==> src/rtl/sha_pkg.sv <==
package sha_pkg;

    localparam int BlockBytes = 64;
    localparam int WordW = 32;
    localparam int CountW = 61;

    typedef logic [WordW-1:0] word_t;

    localparam word_t Iv [8] = '{
        32'h6a09e667, 32'hbb67ae85, 32'h3c6ef372, 32'ha54ff53a,
        32'h510e527f, 32'h9b05688c, 32'h1f83d9ab, 32'h5be0cd19
    };

    localparam word_t Kc [64] = '{
        32'h428A2F98, 32'h71374491, 32'hB5C0FBCF, 32'hE9B5DBA5,
        32'h3956C25B, 32'h59F111F1, 32'h923F82A4, 32'hAB1C5ED5,
        32'hD807AA98, 32'h12835B01, 32'h243185BE, 32'h550C7DC3,
        32'h72BE5D74, 32'h80DEB1FE, 32'h9BDC06A7, 32'hC19BF174,
        32'hE49B69C1, 32'hEFBE4786, 32'h0FC19DC6, 32'h240CA1CC,
        32'h2DE92C6F, 32'h4A7484AA, 32'h5CB0A9DC, 32'h76F988DA,
        32'h983E5152, 32'hA831C66D, 32'hB00327C8, 32'hBF597FC7,
        32'hC6E00BF3, 32'hD5A79147, 32'h06CA6351, 32'h14292967,
        32'h27B70A85, 32'h2E1B2138, 32'h4D2C6DFC, 32'h53380D13,
        32'h650A7354, 32'h766A0ABB, 32'h81C2C92E, 32'h92722C85,
        32'hA2BFE8A1, 32'hA81A664B, 32'hC24B8B70, 32'hC76C51A3,
        32'hD192E819, 32'hD6990624, 32'hF40E3585, 32'h106AA070,
        32'h19A4C116, 32'h1E376C08, 32'h2748774C, 32'h34B0BCB5,
        32'h391C0CB3, 32'h4ED8AA4A, 32'h5B9CCA4F, 32'h682E6FF3,
        32'h748F82EE, 32'h78A5636F, 32'h84C87814, 32'h8CC70208,
        32'h90BEFFFA, 32'hA4506CEB, 32'hBEF9A3F7, 32'hC67178F2
    };

    function automatic word_t rotr(input word_t x, input int n);
        rotr = (x >> n) | (x << (WordW - n));
    endfunction

endpackage

==> src/rtl/sha_ram.sv <==
module sha_ram #(
    parameter int Width = 32,
    parameter int Depth = 16
) (
    input  logic                     clk,
    input  logic                     we,
    input  logic [$clog2(Depth)-1:0] waddr,
    input  logic [Width-1:0]         wdata,
    input  logic [$clog2(Depth)-1:0] raddr,
    output logic [Width-1:0]         rdata
);
    logic [Width-1:0] mem [Depth];

    always_ff @(posedge clk)
    begin
        if (we)
        begin
            mem[waddr] <= wdata;
        end
        rdata <= mem[raddr];
    end
endmodule

==> src/rtl/sha256_byte_stream_hasher.sv <==
// channel | dir | tdata                       | tuser      | tlast
// s_axis  | in  | [7:0] data_byte             | byte_valid | message_end
// m_axis  | out | [31:0] digest_word          | word_index | last_word
// Bytes are taken in the idle state while the block fills. The 64th byte,
// or an end request, starts compression: 16 word loads (four byte shifts and
// a round), then 48 schedule rounds (window RAM, one port each way).
// Padding may add a block; 8 digest words go out one per cycle with tready high.
// Input is held off while compressing or while a digest is pending.
// rst_n resets chaining words, fill level and count; RAMs need no clearing.
module sha256_byte_stream_hasher (
    input  logic        clk,
    input  logic        rst_n,
    input  logic        s_axis_tvalid,
    output logic        s_axis_tready,
    input  logic [7:0]  s_axis_tdata,   // [7:0] data_byte
    input  logic        s_axis_tuser,   // byte_valid
    input  logic        s_axis_tlast,   // message_end
    output logic        m_axis_tvalid,
    input  logic        m_axis_tready,
    output logic [31:0] m_axis_tdata,   // [31:0] digest_word
    output logic [2:0]  m_axis_tuser,   // word_index
    output logic        m_axis_tlast    // last_word
);
    import sha_pkg::*;

    localparam logic [2:0] S_IDLE = 3'd0;
    localparam logic [2:0] S_RUN  = 3'd1;
    localparam logic [2:0] S_ADD  = 3'd2;
    localparam logic [2:0] S_OUT  = 3'd3;

    logic [2:0]  st_reg;
    word_t       h_reg [8];
    word_t       v_reg [8];
    logic [5:0]  fill_reg;
    logic [CountW-1:0] cnt_reg;
    logic [6:0]  t_reg;
    logic [2:0]  ph_reg;
    logic        pad_reg;
    logic        final_reg;
    logic        two_reg;
    logic [2:0]  oidx_reg;
    word_t       acc_reg;
    word_t       wa_reg, wb_reg;
    logic        fwd_reg;
    logic [7:0]  fwd_byte_reg;

    logic        bwe;
    logic [5:0]  bwaddr, braddr;
    logic [7:0]  bwdata, brdata;
    logic        swe;
    logic [3:0]  swaddr, sraddr;
    word_t       swdata, srdata;

    sha_ram #(.Width(8), .Depth(BlockBytes)) u_blk (
        .clk(clk), .we(bwe), .waddr(bwaddr), .wdata(bwdata),
        .raddr(braddr), .rdata(brdata));
    sha_ram #(.Width(WordW), .Depth(16)) u_win (
        .clk(clk), .we(swe), .waddr(swaddr), .wdata(swdata),
        .raddr(sraddr), .rdata(srdata));

    logic        acc_in;
    logic [5:0]  fill_nx;
    logic [5:0]  end_fill;
    logic [63:0] bits;
    logic [5:0]  bpos;
    logic [7:0]  padbyte;
    logic [7:0]  rd_byte;
    word_t       w_cur, t1, t2, s0, s1;

    assign acc_in = s_axis_tvalid && s_axis_tready;
    assign s_axis_tready = (st_reg == S_IDLE);
    assign fill_nx = fill_reg + 6'd1;
    assign end_fill = s_axis_tuser ? fill_nx : fill_reg;
    assign bits = {cnt_reg, 3'b000};
    assign rd_byte = fwd_reg ? fwd_byte_reg : brdata;

    // byte at position bpos of the current block, padded when pad_reg is set
    always_comb
    begin
        bpos = {t_reg[3:0], ph_reg[1:0]};
        padbyte = rd_byte;
        if (pad_reg)
        begin
            if (two_reg && !final_reg)
            begin
                padbyte = (bpos < fill_reg) ? rd_byte
                        : (bpos == fill_reg) ? 8'h80 : 8'h00;
            end
            else if (bpos >= 6'd56)
            begin
                padbyte = bits[8*(7 - int'(bpos[2:0])) +: 8];
            end
            else if (two_reg)
            begin
                padbyte = 8'h00;
            end
            else
            begin
                padbyte = (bpos < fill_reg) ? rd_byte
                        : (bpos == fill_reg) ? 8'h80 : 8'h00;
            end
        end
    end

    always_comb
    begin
        s0 = rotr(wb_reg, 7) ^ rotr(wb_reg, 18) ^ (wb_reg >> 3);
        s1 = rotr(wa_reg, 17) ^ rotr(wa_reg, 19) ^ (wa_reg >> 10);
        w_cur = (t_reg < 7'd16) ? acc_reg : acc_reg + srdata;
        t1 = v_reg[7] + (rotr(v_reg[4], 6) ^ rotr(v_reg[4], 11) ^ rotr(v_reg[4], 25))
           + ((v_reg[4] & v_reg[5]) ^ (~v_reg[4] & v_reg[6]))
           + Kc[t_reg[5:0]] + w_cur;
        t2 = (rotr(v_reg[0], 2) ^ rotr(v_reg[0], 13) ^ rotr(v_reg[0], 22))
           + ((v_reg[0] & v_reg[1]) ^ (v_reg[0] & v_reg[2]) ^ (v_reg[1] & v_reg[2]));
    end

    always_comb
    begin
        bwe = acc_in && s_axis_tuser;
        bwaddr = fill_reg;
        bwdata = s_axis_tdata;
        braddr = {t_reg[3:0], ph_reg[1:0]};
        swe = 1'b0;
        swaddr = t_reg[3:0];
        swdata = w_cur;
        sraddr = 4'(t_reg - 7'd1);
        if (st_reg == S_RUN)
        begin
            if (t_reg < 7'd16)
            begin
                if (ph_reg == 3'd4)
                begin
                    braddr = {t_reg[3:0] + 4'd1, 2'b00};
                end
                else
                begin
                    braddr = {t_reg[3:0], ph_reg[1:0] + 2'd1};
                end
                swe = (ph_reg == 3'd4);
            end
            else
            begin
                case (ph_reg)
                    3'd0: sraddr = 4'(t_reg - 7'd15);
                    3'd1: sraddr = 4'(t_reg - 7'd7);
                    3'd2: sraddr = t_reg[3:0];
                    default: sraddr = 4'(t_reg - 7'd1);
                endcase
                swe = (ph_reg == 3'd3);
            end
        end
        else if (st_reg == S_IDLE)
        begin
            braddr = 6'd0;
            sraddr = 4'd14;
        end
    end

    // same-cycle write to the address being read
    always_ff @(posedge clk or negedge rst_n)
    begin
        if (!rst_n)
        begin
            fwd_reg <= 1'b0;
            fwd_byte_reg <= '0;
        end
        else
        begin
            fwd_reg <= bwe && (bwaddr == braddr);
            fwd_byte_reg <= bwdata;
        end
    end

    always_ff @(posedge clk or negedge rst_n)
    begin
        if (!rst_n)
        begin
            st_reg <= S_IDLE;
            for (int i = 0; i < 8; i++) h_reg[i] <= Iv[i];
            for (int i = 0; i < 8; i++) v_reg[i] <= '0;
            fill_reg <= '0;
            cnt_reg <= '0;
            t_reg <= '0;
            ph_reg <= '0;
            pad_reg <= 1'b0;
            final_reg <= 1'b0;
            two_reg <= 1'b0;
            oidx_reg <= '0;
            acc_reg <= '0;
            wa_reg <= '0;
            wb_reg <= '0;
        end
        else
        begin
            case (st_reg)
                S_IDLE:
                begin
                    if (acc_in)
                    begin
                        t_reg <= '0;
                        ph_reg <= '0;
                        for (int i = 0; i < 8; i++) v_reg[i] <= h_reg[i];
                        if (s_axis_tuser)
                        begin
                            fill_reg <= fill_nx;
                            cnt_reg <= cnt_reg + CountW'(1);
                        end
                        if (s_axis_tuser && fill_nx == 6'd0)
                        begin
                            // block completes; with an end a pad block follows
                            st_reg <= S_RUN;
                            pad_reg <= 1'b0;
                            two_reg <= 1'b0;
                            final_reg <= s_axis_tlast;
                            oidx_reg <= s_axis_tlast ? 3'd7 : 3'd0;
                        end
                        else if (s_axis_tlast)
                        begin
                            st_reg <= S_RUN;
                            pad_reg <= 1'b1;
                            two_reg <= end_fill > 6'd55;
                            final_reg <= !(end_fill > 6'd55);
                            oidx_reg <= '0;
                        end
                        else
                        begin
                            oidx_reg <= '0;
                        end
                    end
                end
                S_RUN:
                begin
                    if (t_reg < 7'd16)
                    begin
                        if (ph_reg == 3'd4)
                        begin
                            v_reg[7] <= v_reg[6];
                            v_reg[6] <= v_reg[5];
                            v_reg[5] <= v_reg[4];
                            v_reg[4] <= v_reg[3] + t1;
                            v_reg[3] <= v_reg[2];
                            v_reg[2] <= v_reg[1];
                            v_reg[1] <= v_reg[0];
                            v_reg[0] <= t1 + t2;
                            t_reg <= t_reg + 7'd1;
                            ph_reg <= '0;
                        end
                        else
                        begin
                            acc_reg <= {acc_reg[23:0], padbyte};
                            ph_reg <= ph_reg + 3'd1;
                        end
                    end
                    else
                    begin
                        case (ph_reg)
                            3'd0: begin wa_reg <= srdata; ph_reg <= 3'd1; end
                            3'd1: begin wb_reg <= srdata; ph_reg <= 3'd2; end
                            3'd2: begin acc_reg <= s1 + srdata + s0; ph_reg <= 3'd3; end
                            default:
                            begin
                                v_reg[7] <= v_reg[6];
                                v_reg[6] <= v_reg[5];
                                v_reg[5] <= v_reg[4];
                                v_reg[4] <= v_reg[3] + t1;
                                v_reg[3] <= v_reg[2];
                                v_reg[2] <= v_reg[1];
                                v_reg[1] <= v_reg[0];
                                v_reg[0] <= t1 + t2;
                                ph_reg <= '0;
                                t_reg <= t_reg + 7'd1;
                                if (t_reg == 7'd63) st_reg <= S_ADD;
                            end
                        endcase
                    end
                end
                S_ADD:
                begin
                    for (int i = 0; i < 8; i++) h_reg[i] <= h_reg[i] + v_reg[i];
                    for (int i = 0; i < 8; i++) v_reg[i] <= h_reg[i] + v_reg[i];
                    t_reg <= '0;
                    ph_reg <= '0;
                    if (!pad_reg && oidx_reg == 3'd7)
                    begin
                        // full block then end: run the pure pad block
                        pad_reg <= 1'b1;
                        oidx_reg <= '0;
                        st_reg <= S_RUN;
                    end
                    else if (pad_reg && !final_reg)
                    begin
                        final_reg <= 1'b1;
                        st_reg <= S_RUN;
                    end
                    else if (pad_reg)
                    begin
                        st_reg <= S_OUT;
                        oidx_reg <= '0;
                    end
                    else
                    begin
                        st_reg <= S_IDLE;
                    end
                end
                S_OUT:
                begin
                    if (m_axis_tready)
                    begin
                        oidx_reg <= oidx_reg + 3'd1;
                        if (oidx_reg == 3'd7)
                        begin
                            st_reg <= S_IDLE;
                            for (int i = 0; i < 8; i++) h_reg[i] <= Iv[i];
                            fill_reg <= '0;
                            cnt_reg <= '0;
                            pad_reg <= 1'b0;
                            final_reg <= 1'b0;
                            two_reg <= 1'b0;
                        end
                    end
                end
                default: st_reg <= S_IDLE;
            endcase
        end
    end

    assign m_axis_tvalid = (st_reg == S_OUT);
    assign m_axis_tdata  = h_reg[oidx_reg];
    assign m_axis_tuser  = oidx_reg;
    assign m_axis_tlast  = (oidx_reg == 3'd7);
endmodule

==> config.mk <==
export PLATFORM = sky130hd
export DESIGN_NAME = sha256_byte_stream_hasher
export DESIGN_NICKNAME = d
export VERILOG_FILES = /design/src/rtl/sha_pkg.sv /design/src/rtl/sha_ram.sv /design/src/rtl/sha256_byte_stream_hasher.sv
export SDC_FILE = /design/constraint.sdc
export NUM_CORES = 2
export LEC_CHECK = 0
export BUFFER_PORTS_ARGS = -buffer_cell sky130_fd_sc_hd__buf_2
export CAP_MARGIN = 20
export CORE_ASPECT_RATIO = 2
export CORE_MARGIN = 1
export CORE_UTILIZATION = 35
export DETAILED_ROUTE_END_ITERATION = 8
export PLACE_DENSITY = 0.49
export SLEW_MARGIN = 20
export SYNTH_ARGS = -nofsm -noshare
export SYNTH_HDL_FRONTEND = slang
export SYNTH_SLANG_ARGS = --single-unit
==> constraint.sdc <==
create_clock -name clk -period 19 [get_ports clk]
set_input_delay 4.75 -clock clk [delete_from_list [all_inputs] [get_ports clk]]
set_output_delay 4.75 -clock clk [all_outputs]
set_load 0.01 [all_outputs]
# Yosys cells after proc, flatten, opt, wreduce, memory -nomap -nowiden
# Memories as Yosys holds them, arrays and structs flattened. A register that Yosys moved wholly into a read port is not among the register bits.
# Cells that the tools add are included.
[classes] addsub=29 order_cmp=6 n_eq_ne=27 shifts=1 n_mux=95 n_bitwise=30 reduce_logical=32
[op_table] cell="256-bit 2-to-1 mux" n=6
[op_table] cell="256-bit case mux with 3 select lines" n=1
[op_table] cell="32-bit adder" n=18
[op_table] cell="256-bit case mux with 2 select lines" n=1
[op_table] cell="32-bit bitwise XOR" n=9
[op_table] cell="32-bit 2-to-1 mux" n=8
[op_table] cell="61-bit 2-to-1 mux" n=4
[op_table] cell="32-bit bitwise AND" n=5
[op_table] cell="61-bit case mux with 2 select lines" n=1
[op_table] cell="32-bit binary-select mux with 3-bit select" n=1
[op_table] cell="64-bit by 7-bit variable part select with 8-bit output" n=1
[op_table] cell="61-bit by 1-bit adder with 61-bit output (second input constant)" n=1
[op_table] cell="8-bit 2-to-1 mux" n=7
[op_table] cell="3-bit 2-to-1 mux" n=18
[op_table] cell="6-bit 2-to-1 mux" n=8
[op_table] cell="32-bit NOT" n=1
[op_table] cell="10-bit by 32-bit bitwise OR with 32-bit output" n=1
[op_table] cell="13-bit by 32-bit bitwise OR with 32-bit output" n=1
[op_table] cell="14-bit by 32-bit bitwise OR with 32-bit output" n=1
[op_table] cell="15-bit by 32-bit bitwise OR with 32-bit output" n=1
[op_table] cell="19-bit by 32-bit bitwise OR with 32-bit output" n=1
[op_table] cell="21-bit by 32-bit bitwise OR with 32-bit output" n=1
[op_table] cell="25-bit by 32-bit bitwise OR with 32-bit output" n=1
[op_table] cell="26-bit by 32-bit bitwise OR with 32-bit output" n=1
[op_table] cell="57 further kinds" n=122
[word_totals] ff_bits=703 ramBits=1024 mem_bits_ro=2048 inputBits=14 out_inout_bits=38 wordCells=253 n_memories=3
[mem_list] memory="(no name shown)" words=64 word_bits=32 rd=1 rd_clocked_by_memory_dff=0 wr=0 line="sha256_byte_stream_hasher.sv:112" source="+ Kc[t_reg[5:0]] + w_cur;"
[mem_list] memory="u_blk.mem" words=64 word_bits=8 rd=1 rd_clocked_by_memory_dff=1 wr=1 line="sha_ram.sv:12" source="logic [Width-1:0] mem [Depth];"
[mem_list] memory="u_win.mem" words=16 word_bits=32 rd=1 rd_clocked_by_memory_dff=1 wr=1 line="sha_ram.sv:12"

# Logic depth before layout (Yosys ltp)
[logic_depth] depth_word=11 depth_mapped=43 depth_no_buf=43

# Modules after synthesis
# Synthesis repeated with hierarchy kept, for this count alone.
[hier_totals] hier_cells=9484 area_unflattened_um2=103902.2
[by_module_without_submodules] module="sha256_byte_stream_hasher" instances=1 cells_each=7706 area_each_um2=63891.3 seq_area_each_um2=17737.0
[by_module_without_submodules] module="sha_ram (u_blk)" instances=1 cells_each=940 area_each_um2=20156.8 seq_area_each_um2=15534.9
[by_module_without_submodules] module="sha_ram (u_win)" instances=1 cells_each=838 area_each_um2=19854.0 seq_area_each_um2=16015.4

# Worst setup path after synthesis
# Ideal clock, no wire load.
[synth_timing] path_kind="flip-flop to flip-flop" from="register acc_reg[0]" to="register v_reg[255] in the netlist's numbering" setup_ns=0.126 t_arrival_ns=8.401 required_ns=18.874 slack_ns=10.473 stages_incl_launch_ff=42 path_buffers=0 synth_period_minus_slack_ns=8.527 cell_sequence="dfrtp_1 > ha_1 > fa_1 > a21o_1 > a21oi_1 > nand2b_1 > a21oi_1 > a21oi_1 > o21bai_1 > a21oi_1 > xnor2_1 > a21o_1 > inv_1 > fa_1 > inv_1 > fa_1 > inv_1 > fa_1 > (+6 left out) > a22oi_1 > a21oi_1 > a31oi_1 > o21bai_1 > xor2_1 > inv_1 > fa_1 > inv_1 > ha_1 > nand2_1 > o31a_1 > a311oi_1 > nand4_1 > nand4b_1 > a21oi_1 > xnor2_1 > a32oi_1 > o21ai_1"
[synth_via] elab_chain_cells=7 elab_cells_between_ends=8 cone_classes="add/sub (3); mux (5)"
[synth_rtl] element="start, declared" line="sha256_byte_stream_hasher.sv:42" source="word_t acc_reg;"
[synth_rtl] element="start signal, assigned" line="sha256_byte_stream_hasher.sv:250" source="acc_reg <= {acc_reg[23:0], padbyte};"
[synth_rtl] element="32-bit adder *" line="sha256_byte_stream_hasher.sv:109" source="w_cur = (t_reg < 7'd16) ? acc_reg : acc_reg + srdata;"
[synth_rtl] element="32-bit 2-to-1 mux *" line="sha256_byte_stream_hasher.sv:109"
[synth_rtl] element="net swdata[10]" line="sha256_byte_stream_hasher.sv:52" source="word_t swdata, srdata;"
[synth_rtl] element="32-bit adder *" line="sha256_byte_stream_hasher.sv:112"
[synth_rtl] element="32-bit adder *" line="sha256_byte_stream_hasher.sv:244, sha256_byte_stream_hasher.sv:269"
[synth_rtl] element="256-bit 2-to-1 mux (on tied branches)" line="sha256_byte_stream_hasher.sv:256, sha256_byte_stream_hasher.sv:235"
[synth_rtl] element="256-bit 2-to-1 mux *" line="sha256_byte_stream_hasher.sv:233" source="if (t_reg < 7'd16)"
[synth_rtl] element="256-bit case mux with 3 select lines *" line="sha256_byte_stream_hasher.sv:195" source="case (st_reg)"
[synth_rtl] element="end, declared" line="sha256_byte_stream_hasher.sv:33" source="word_t v_reg [8];"
# The timed path passes the listed nets; every way through them passes the cells marked *. The select of a mux whose other input is x is not followed.
# A chain may end at the register's enable or synchronous reset.

# Worst setup path in the final report
# Same ends and word-level chain as after synthesis.

==> metrics <==
vias in the first global route between 80k and 90k; DRT Pass-1 Iters 6; syn nets 11.2k; Num Clock Sinks ~1.8k; DP Worst Slack between 8 and 9 ns; CP max stage cell nor4b_1; final instance count without filler cells 14.5k; Iteration-0 DRC Markers 6172; Synth Cell Area 0.105 sq mm; Mean Syn Cell Area approximately 10 sq um; Fill cells ~30k; Synth Flop Type edfxtp_1; die width 390 microns; drt drc 0; number of synthesized flops with an enable pin approximately 1.0k; fin. max-slew vios 0; CTS tree done; Fin. Hold Viols 0; final period utilization 0.570; GPL Wtd Cong 0.988; first-pass GRT wire length approximately 590000 microns; Avg Vias per Cell about 5.7; post-synth top area share 0.292; row count about 280; # hold bufs at CTS 0; Syn Inst Count around 11k; clk_lat worst skew a little under 0.9 ns; Antenna Nets Post-Route 0; Setup Viol. Count Final 0; Vias ~83k; Slew Limit Headroom 0.160; Die Y 777 microns; setup TNS 0 ns; antenna violations before repair 14; Synth async-reset ratio 0.398; CP required between 15 and 20 ns; Max-cap violations 0; critical path arrival 11.56 ns; most common cell in the synthesized netlist nand2_1; worst setup margin between 8 and 9 ns; Post-Place Cells ~14k; Initial Utilization 0.352; Nets roughly 11k; Synth area leader edfxtp_1; Hold Crit Class reg2reg; DPL Wire Length ~290000 microns; total grt overflow 0; Startpoint Class flip-flop; Total GRT Usage 0.267; Worst Skew between 0.08 and 0.09 ns; count of port buffers added during placement a little over 50; RSZ-0062 raised after global routing false; Worst Max-Slew Pin Slew about 1.3 ns; status finished, final reports clean; CP peak stage delay between 0.6 and 0.7 ns; WS Path Type reg2reg; Multi-input gate area 0.0524 sq mm; largest net degree at the start of global routing around 160; Core Area 0.299 sq mm; Syn. warnings 0; Synth top cells by count 1722 x nand2_1, 1024 x edfxtp_1, 791 x a21oi_1, 700 x o21ai_0, 595 x nor2_1; layout cells sized above 1 0.0931; register area between 0.04 and 0.05 sq mm; post-CTS sizing 0; Area Overhead vs Synth 9.95%; fmax about 0.092 GHz; CTS root buffer clkbuf_16; Clock Pin Slew Worst Setup and Hold Paths roughly 0.070 ns; die area 0.303 sq mm; number of buffers created by CTS about 180; Top Registers u_blk.mem: 512 flops, u_win.mem: 512 flops; register bit total from synthesis ~1.8k; post-CTS setup buffers 0; wire length per cell between 20 and 30 microns; sequential element share of the synthesized area 0.468; Max H-tree Level 4; Clock Path Buffers 4; Period minus WS final roughly 11 ns; crit end category flip-flop; crit-path max FO 17; post-synth cell types between 100 and 150; drt total wl 413000 microns; # IOs 52; largest cells by area after synthesis edfxtp_1 29%, dfrtp_1 13%, nand2_1 6.1%
==> area by class of cell <==
cell class              count  area share
flip-flops and latches   1766       0.426
clock inverters            88     0.00864
well taps                4004      0.0433
diodes                     33    0.000714
inverters                 381      0.0125
repair buffers            226      0.0144
clock buffers             226      0.0412
multi-input cells        7791       0.453
==> through the flow <==
| step | hold WS, ns | area [sq um] | util |
|---|---|---|---|
| final | 0.479 | 116000 | 0.387 |
| after CTS | 0.474 | 116000 | 0.386 |
| after global placement | 0.461 | 110000 | 0.367 |
| after detailed placement | 0.464 | 110000 | 0.367 |
| after floorplan | 0.448 | 105000 | - |
| after global routing | 0.496 | 116000 | 0.387 |
==> critical path: cells and delay by family (launching register included) <==
kind	cells	cell delay, ns
buffers and inverters	6	0.52
and+or+nand+nor	10	2.28
adders and majority gates	8	3.40
DFF	1	0.42
xor gates and xnor gates	3	0.53
AOI/OAI and AO/OA	15	3.55
==> per-layer routing <==
| layer | part of all wire | vias to the layer above | track usage |
|---|---|---|---|
| li1 | - | 37800 | - |
| met1 | 0.34 | 41900 | 0.274 |
| met2 | 0.52 | 2576 | 0.492 |
| met3 | 0.040 | 1043 | 0.0276 |
| met4 | 0.092 | 6 | 0.211 |
| met5 | 0.000094 | - | 0 |
==> layout by cell type (no fill, tap or decap), drive strengths merged, types with 55 or more instances in the layout <==
| cell | instances |
|---|---|
| edfxtp | 1024 |
| mux2 | 138 |
| nor2 | 597 |
| clkbuf | 226 |
| a21o | 242 |
| nand2 | 1722 |
| dfstp | 136 |
| o21bai | 60 |
| xor2 | 222 |
| or3 | 78 |
| and2 | 170 |
| a31oi | 165 |
| nand3 | 270 |
| ha | 452 |
| nor3 | 107 |
| nand2b | 55 |
| a311oi | 171 |
| xnor2 | 421 |
| dfrtp | 566 |
| clkinv | 57 |
| o31ai | 73 |
| o211ai | 57 |
| a21oi | 793 |
| and3 | 130 |
| o21ai | 727 |
| inv | 382 |
| buf | 226 |
| a211oi | 241 |
| mux4 | 83 |
| fa | 166 |
==> path summary, 6_finish.rpt <==
kind	from	endpoint	slack, ns	depth (start not counted)
setup / recovery	acc_reg[0]$_DFFE_PN0P_	v_reg[255]$_DFFE_PN0P_	8.18	42
hold / removal	h_reg[217]$_DFFE_PN1P_	h_reg[217]$_DFFE_PN1P_	0.48	2
setup reg to reg	acc_reg[0]$_DFFE_PN0P_	v_reg[255]$_DFFE_PN0P_	8.18	42
hold reg to reg	h_reg[217]$_DFFE_PN1P_	h_reg[217]$_DFFE_PN1P_	0.48	2
max in group asynchronous	rst_n	cnt_reg[26]$_DFFE_PN0P_	12.01	4
min in group asynchronous	rst_n	v_reg[165]$_DFFE_PN0P_	3.87	1
==> logic make-up after synthesis <==
| logic type | synth area share |
|---|---|
| AND/OR/NAND/NOR | 0.138 |
| AO/OA/AOI/OAI | 0.179 |
| flip-flops | 0.468 |
| buffers and inverters | 0.0375 |
| XOR/XNOR | 0.0538 |
| adder cells (fa/ha/maj) | 0.0857 |
| multiplexers | 0.0377 |
Power is left out: the tool's default activity adds up to more than one toggle a clock period on the data nets, which glitch-free logic cannot reach.
